`config.mk`:
```
export PLATFORM = sky130hd
export DESIGN_NAME = multi_channel_switch_debouncer_unit_flat
export DESIGN_NICKNAME = d
export VERILOG_FILES = /design/src/sv/msd_pkg.sv /design/src/sv/msd_stream_if.sv /design/src/sv/multi_channel_switch_debouncer_unit.sv /design/src/flat_wrapper.sv
export SDC_FILE = /design/constraint.sdc
export NUM_CORES = 1
export LEC_CHECK = 0
export BUFFER_PORTS_ARGS = -buffer_cell sky130_fd_sc_hd__buf_2
export CAP_MARGIN = 20
export CORE_UTILIZATION = 58
export CTS_CLUSTER_DIAMETER = 120
export CTS_CLUSTER_SIZE = 10
export DETAILED_ROUTE_END_ITERATION = 6
export HOLD_SLACK_MARGIN = 0.08
export PLACE_DENSITY = 0.86
export REMOVE_ABC_BUFFERS = 1
export SYNTH_ARGS = -nofsm -noshare
export SYNTH_HDL_FRONTEND = slang
export SYNTH_SLANG_ARGS = --single-unit
```
`constraint.sdc`:
```
create_clock -name clk -period 6.65 [get_ports clk]
set_input_delay 0.3325 -clock clk [delete_from_list [all_inputs] [get_ports clk]]
set_output_delay 0.3325 -clock clk [all_outputs]
set_load 0.1 [all_outputs]
```
`src/sv/msd_pkg.sv`:
```
package msd_pkg;

    localparam int CHANNELS_DEFAULT = 16;

    localparam int CHANNEL_W    = 4;
    localparam int NUM_CH_CODES = 2 ** CHANNEL_W;
    localparam int TIME_W       = 32;
    localparam int INTERVAL_W   = 16;
    localparam int MODE_W       = 2;

    localparam int CFG_INDEX_W = 1;
    localparam int CFG_DATA_W  = INTERVAL_W;

    localparam logic [CFG_INDEX_W-1:0] REG_INTERVAL = 1'd0;
    localparam logic [CFG_INDEX_W-1:0] REG_MODE     = 1'd1;

    localparam logic [INTERVAL_W-1:0] INTERVAL_RESET = 16'd10;

    localparam logic [MODE_W-1:0] MODE_STABLE  = 2'd0;
    localparam logic [MODE_W-1:0] MODE_LOCKOUT = 2'd1;
    localparam logic [MODE_W-1:0] MODE_PROMPT  = 2'd2;

    localparam logic FUNC_SAMPLE = 1'b0;
    localparam logic FUNC_ATTACH = 1'b1;

    typedef struct packed {
        logic                 func;
        logic [CHANNEL_W-1:0] channel;
        logic                 level;
        logic [TIME_W-1:0]    now_ms;
    } item_t;

    typedef struct packed {
        logic [CHANNEL_W-1:0] channel_out;
        logic                 debounced;
        logic                 changed;
        logic                 rose;
        logic                 fell;
    } result_t;

endpackage

```
`src/sv/msd_stream_if.sv`:
```
interface msd_stream_if #(
    parameter type payload_t = logic
);
    logic     valid;
    logic     ready;
    payload_t payload;

    modport source (
        output valid,
        output payload,
        input  ready
    );

    modport sink (
        input  valid,
        input  payload,
        output ready
    );
endinterface

```
`src/sv/multi_channel_switch_debouncer_unit.sv`:
```
// Debouncer for up to 16 switch channels sharing one interval register. Each item
// names a channel, its raw level and the current millisecond time stamp, and either
// samples the channel (stable-wait, lock-out or prompt detection, set by the mode
// register) or attaches it. Every item gives exactly one result with the debounced
// level and the changed, rose and fell flags; a channel at or above CHANNELS leaves
// all state alone and reports a zero level and flags. Items are registered in the
// input stage, then in the result register; the per-channel state update is a single
// 32-bit subtract and compare, so one item is accepted every cycle while results are
// taken. A waiting result holds the item behind it; both registers full stops input.
// The user must write configuration only while idle; the block does not enforce it.
module multi_channel_switch_debouncer_unit
    import msd_pkg::*;
#(
    parameter int CHANNELS = CHANNELS_DEFAULT
)(
    input  logic                   clk,
    input  logic                   rst_n,
    input  logic                   cfg_we,
    input  logic [CFG_INDEX_W-1:0] cfg_index,
    input  logic [CFG_DATA_W-1:0]  cfg_data,
    msd_stream_if.sink             items,
    msd_stream_if.source           results
);

    localparam int DEPTH = (CHANNELS < NUM_CH_CODES) ? CHANNELS : NUM_CH_CODES;
    localparam int IDX_W = (DEPTH > 1) ? $clog2(DEPTH) : 1;

    logic [INTERVAL_W-1:0] interval_reg;
    logic [MODE_W-1:0]     mode_reg;

    logic                  stage_valid_reg;
    item_t                 stage_reg;
    logic                  res_valid_reg;
    result_t               res_reg;

    logic [DEPTH-1:0]      deb_reg;
    logic [DEPTH-1:0]      unst_reg;
    logic [TIME_W-1:0]     last_reg [DEPTH];

    logic                  advance;
    logic                  in_range;
    logic [IDX_W-1:0]      idx;
    logic                  cur_deb;
    logic                  cur_unst;
    logic [TIME_W-1:0]     cur_last;
    logic                  elapsed;
    logic                  deb_next;
    logic                  unst_next;
    logic [TIME_W-1:0]     last_next;
    logic                  chg;
    result_t               res_next;

    assign advance       = stage_valid_reg && (!res_valid_reg || results.ready);
    assign items.ready   = !stage_valid_reg || advance;
    assign results.valid = res_valid_reg;
    assign results.payload = res_reg;

    // configuration registers
    always_ff @(posedge clk or negedge rst_n)
    begin
        if (!rst_n)
        begin
            interval_reg <= INTERVAL_RESET;
            mode_reg     <= MODE_STABLE;
        end
        else if (cfg_we)
        begin
            case (cfg_index)
                REG_INTERVAL: interval_reg <= cfg_data[INTERVAL_W-1:0];
                REG_MODE:     mode_reg     <= cfg_data[MODE_W-1:0];
                default:      ;
            endcase
        end
    end

    // input stage
    always_ff @(posedge clk or negedge rst_n)
    begin
        if (!rst_n)
        begin
            stage_valid_reg <= 1'b0;
        end
        else if (items.ready)
        begin
            stage_valid_reg <= items.valid;
        end
    end

    always_ff @(posedge clk)
    begin
        if (items.valid && items.ready)
        begin
            stage_reg <= items.payload;
        end
    end

    assign idx      = stage_reg.channel[IDX_W-1:0];
    assign in_range = int'(stage_reg.channel) < CHANNELS;
    assign cur_deb  = deb_reg[idx];
    assign cur_unst = unst_reg[idx];
    assign cur_last = last_reg[idx];
    assign elapsed  = (stage_reg.now_ms - cur_last) >= TIME_W'(interval_reg);

    always_comb
    begin
        deb_next  = cur_deb;
        unst_next = cur_unst;
        last_next = cur_last;
        chg       = 1'b0;
        if (stage_reg.func == FUNC_ATTACH)
        begin
            deb_next  = stage_reg.level;
            unst_next = stage_reg.level;
            last_next = (mode_reg == MODE_LOCKOUT) ? '0 : stage_reg.now_ms;
        end
        else
        begin
            case (mode_reg)
                MODE_LOCKOUT:
                begin
                    if (elapsed && (cur_deb != stage_reg.level))
                    begin
                        last_next = stage_reg.now_ms;
                        deb_next  = stage_reg.level;
                        chg       = 1'b1;
                    end
                end
                MODE_PROMPT:
                begin
                    if ((stage_reg.level != cur_deb) && elapsed)
                    begin
                        deb_next = stage_reg.level;
                        chg      = 1'b1;
                    end
                    if (stage_reg.level != cur_unst)
                    begin
                        unst_next = stage_reg.level;
                        last_next = stage_reg.now_ms;
                    end
                end
                default:
                begin
                    if (stage_reg.level != cur_unst)
                    begin
                        last_next = stage_reg.now_ms;
                        unst_next = stage_reg.level;
                    end
                    else if (elapsed && (cur_deb != stage_reg.level))
                    begin
                        last_next = stage_reg.now_ms;
                        deb_next  = stage_reg.level;
                        chg       = 1'b1;
                    end
                end
            endcase
        end
    end

    always_comb
    begin
        res_next.channel_out = stage_reg.channel;
        res_next.debounced   = in_range && deb_next;
        res_next.changed     = in_range && chg;
        res_next.rose        = in_range && chg && deb_next;
        res_next.fell        = in_range && chg && !deb_next;
    end

    // per-channel state
    always_ff @(posedge clk or negedge rst_n)
    begin
        if (!rst_n)
        begin
            deb_reg  <= '0;
            unst_reg <= '0;
            for (int i = 0; i < DEPTH; i++)
            begin
                last_reg[i] <= '0;
            end
        end
        else if (advance && in_range)
        begin
            deb_reg[idx]  <= deb_next;
            unst_reg[idx] <= unst_next;
            last_reg[idx] <= last_next;
        end
    end

    // result register
    always_ff @(posedge clk or negedge rst_n)
    begin
        if (!rst_n)
        begin
            res_valid_reg <= 1'b0;
        end
        else if (!res_valid_reg || results.ready)
        begin
            res_valid_reg <= stage_valid_reg;
        end
    end

    always_ff @(posedge clk)
    begin
        if (advance)
        begin
            res_reg <= res_next;
        end
    end

endmodule

```
`src/flat_wrapper.sv`:
```
// flat-port wrapper written by rule: the top's interface ports become plain ports
module multi_channel_switch_debouncer_unit_flat import msd_pkg::*;
#(
    parameter int CHANNELS = CHANNELS_DEFAULT
)
  (clk, rst_n, cfg_we, cfg_index, cfg_data, items_valid, items_payload, items_ready, results_valid, results_payload, results_ready);
  msd_stream_if #(.payload_t(item_t)) items_i ();
  msd_stream_if #(.payload_t(result_t)) results_i ();
  input  logic clk;
  input  logic rst_n;
  input  logic cfg_we;
  input  logic [CFG_INDEX_W-1:0] cfg_index;
  input  logic [CFG_DATA_W-1:0] cfg_data;
  input wire logic [$bits(items_i.valid)-1:0] items_valid;
  input wire logic [$bits(items_i.payload)-1:0] items_payload;
  output wire logic [$bits(items_i.ready)-1:0] items_ready;
  output wire logic [$bits(results_i.valid)-1:0] results_valid;
  output wire logic [$bits(results_i.payload)-1:0] results_payload;
  input wire logic [$bits(results_i.ready)-1:0] results_ready;
  assign items_i.valid = items_valid;
  assign items_i.payload = items_payload;
  assign items_ready = items_i.ready;
  assign results_valid = results_i.valid;
  assign results_payload = results_i.payload;
  assign results_i.ready = results_ready;
  multi_channel_switch_debouncer_unit #(.CHANNELS(CHANNELS)) u_core (.clk(clk), .rst_n(rst_n), .cfg_we(cfg_we), .cfg_index(cfg_index), .cfg_data(cfg_data), .items(items_i), .results(results_i));
endmodule
```
==> results.toml <==
[outcome]
status = "finished with violations"
violations = "design-rule violations"

[place]
dp_hpwl_mm = 61.1
dp.cells = 4292
io_buffer_count = 69
gp_congestion = 1.01
place_area_um2 = 36800

[yosys]
synth_seq_cells = 610
syn_area_um2 = 34800
yosysWarnings = 0
synth_edf_count = 46
synth-main-ff-cell = "dfrtp_1"
async_reset_ff_share_pct = 92.5
yosysSeqAreaShare_pct = 44.5
synth.distinct_cells = 83
syn_area_per_cell_um2 = 9.69
syn_inst = 3592
synth_top_area_share_pct = 40.4
synthTopCellsByArea = "dfrtp_1 40%, mux4_2 9.1%, nand2_1 7.7%, o21ai_0 6.5%, o41ai_2 4.7%"
synth_area_leader_cell = "dfrtp_1"

[global_route]
grt_max_degree = 170
globalRouteOverflowTotal = 0
grt_antenna_before_repair = 0
grt_use_total_pct = 36.3
grt_pass1_wl_mm = 171
grt_pass1_vias = 30200

[clock_network]
cts.sinks = 610
path_clk_slew_ns = 0.06
clk_latency_ns = 0.63
clockBufferDepth = 3
cts_tree = "yes"
cts_buffers = 70
htreeDepth = 3
cts_root_buffer = "clkbuf_16"

[power_and_ir_drop]
vdd.ir_drop.worst_mv = 0.238
p_int_mw = 9.20
pwr-share-comb_pct = 36.8
switching_share_pct = 36.6
seqPwrFrac_pct = 38.7
power_frac_clock_pct = 24.5
p_total_mw = 14.5
power.density_nw_per_um2 = 362
p_leak_nw = 17.6
switchingPower_mw = 5.32

[setup_path]
end_kind = "flop"
rr_endpoint = "u_core.last_reg[449]$_DFFE_PN0P_"
reg2reg_slack_ns = 0.03
worstPathRequired_ns = 7.10
reg2reg_from = "u_core.idx[0]$_DFFE_PP_"
cp-start-kind = "flop"
ff2ff_path_depth = 26
arrival_ns = 7.07
worstSetupPathType = "reg2reg"
critPathMaxFanout = 16

[timing]
slew_violations = 0
setup-violations-final = 0
maxSlewHeadroom_pct = 16.6
post-route-period-util_pct = 99.5
finalHoldViolCount = 0
max_freq_ghz = 0.151
whs_ns = 0.120
fin_skew_ns = 0.0246
tightest_slew_ns = 1.25
period_needed_ns = 6.62

[floorplanning]
ios = 70
start_util_pct = 58.9
die_area_um2 = 61000
die_w_um = 247
core_region_area_um2 = 59100
placement_rows = 89
die_h_um = 247

[layout]
utilization_pct = 67.8
diodes = 0
mostFrequentLayoutCell = "nand2_1"
final-instance-count-excl-fill = 4502
fin_area_um2 = 40100
final_nets = 3813
syn_to_final_growth_pct = 15.2
layout_common_cells = "698 x nand2_1, 562 x dfrtp_1, 444 x o21ai_0"
largest_register_ffs = 512
drive_above_1_share_pct = 21.2

[worst_hold_path]
hold_depth = 3
hp-start = "cfg_index"
worst_hold_path.endpoint = "u_core.interval_reg[1]$_DFFE_PN1P_"
hold_class = "in2reg"

[routing]
vias = 31500
drt_first_pass_iters = 7
drt-total-wl_mm = 113
drc_errors = 19
drt-initial-drc-count = 4316
drtAntennaViolNets = 0
post_drt_wl_per_cell_um = 25.1
via_per_inst = 6.99

[run]
drv_cap = 0
worst max path at each step:
| stage | from | to | slack (ns) | depth (start not counted) |
|---|---|---|---|---|
| final | u_core.idx[0]$_DFFE_PP_ | u_core.last_reg[449]$_DFFE_PN0P_ | 0.03 | 26 |
| after CTS | u_core.idx[0]$_DFFE_PP_ | u_core.last_reg[469]$_DFFE_PN0P_ | 0.01 | 26 |
| after global routing | u_core.idx[0]$_DFFE_PP_ | u_core.last_reg[432]$_DFFE_PN0P_ | -0.16 | 26 |
| after detailed placement | u_core.idx[0]$_DFFE_PP_ | u_core.last_reg[373]$_DFFE_PN0P_ | 0.05 | 25 |
| after floorplan | u_core.idx[0]$_DFFE_PP_ | u_core.last_reg[51]$_DFFE_PN0P_ | -6.14 | 22 |
| after global placement | u_core.idx[0]$_DFFE_PP_ | u_core.last_reg[341]$_DFFE_PN0P_ | 0.07 | 25 |
through the flow:
step                      setup slack, ns  setup TNS [ns]
after floorplan                     -6.14        -3155.41
after global placement             0.0727               0
after detailed placement           0.0507               0
after CTS                          0.0118               0
after global routing               -0.163          -14.90
final                              0.0313               0
area by class of cell:
class	count	area, um^2
fillers	4084	19000
multi-input cells	2623	18000
flip-flops and latches	610	15500
repair buffers	365	3560
clock buffers	96	1910
well taps	773	967
inverters	31	116
clock inverters	4	35.0
layer usage:
| layer | vias up | track usage, % | wire length (um) |
|---|---|---|---|
| li1 | 13200 | - | - |
| met1 | 15200 | 48.9 | 41300 |
| met2 | 2540 | 54.4 | 51100 |
| met3 | 542 | 8.10 | 14300 |
| met4 | 0 | 20.9 | 6460 |
| met5 | - | 0 | 0 |
logic make-up after synthesis:
logic type | Yosys count | synth area share (%)
adders and majority gates | 52 | 1.89
muxes | 223 | 11.7
and+or+nand+nor | 1398 | 17.1
DFF | 610 | 44.5
buffers and inverters | 359 | 4.73
AOI/OAI and AO/OA | 927 | 19.5
xor gates and xnor gates | 23 | 0.579
synthesized netlist by cell type (all sizes together), types with 17 or more instances:
library cell  count
o41ai           208
nand3b           17
nand3           283
dfrtp           562
or2              28
a21boi           28
mux2i            33
a22oi            30
clkbuf          205
ha               51
o21ai           501
a21o             17
inv              31
nand2           711
mux4            141
buf             123
nor2            285
mux2             49
edfxtp           46
a21oi            78
power groups by stage:
stage               Sequential [mW]  Clock [mW]  Combinational (mW)
finish                         5.62        3.56                5.34
global route                   5.71        3.70                5.73
CTS                            5.57        3.55                5.03
detailed placement             5.59           0                4.96
global placement               5.52           0                4.76
floorplan                      5.45           0                3.33
worst max-delay path, stage by stage (launching register included):
cell       delay, ns
edfxtp_1        0.37
buf_12          0.16
buf_12          0.14
buf_4           0.12
mux4_2          0.49
mux4_2          0.55
inv_2           0.10
ha_1            0.23
nor2b_1         0.16
o2111a_2        0.29
o211ai_1        0.24
nand2_1         0.12
xor2_1          0.16
ha_1            0.30
a21o_1          0.17
a21o_1          0.18
a221o_1         0.36
nor4_2          0.29
buf_4           0.16
nand4_1         0.08
or4b_4          0.54
buf_4           0.17
o31a_1          0.30
a2bb2oi_1       0.14
o22ai_1         0.22
buf_4           0.24
o21ai_0         0.12
what timing repair did:
| action | CTS | global route |
|---|---|---|
| hold endpoints to repair | 152 | 0 |
| pin swaps | 0 | 14 |
| cloned | 0 | 8 |
| resized for setup | 3 | 87 |
| setup endpoints to repair | 43 | 532 |
| hold buffers | 60 | 0 |
| buffers inserted | 0 | 19 |
Note: power is estimated with default switching activity, not from simulation.
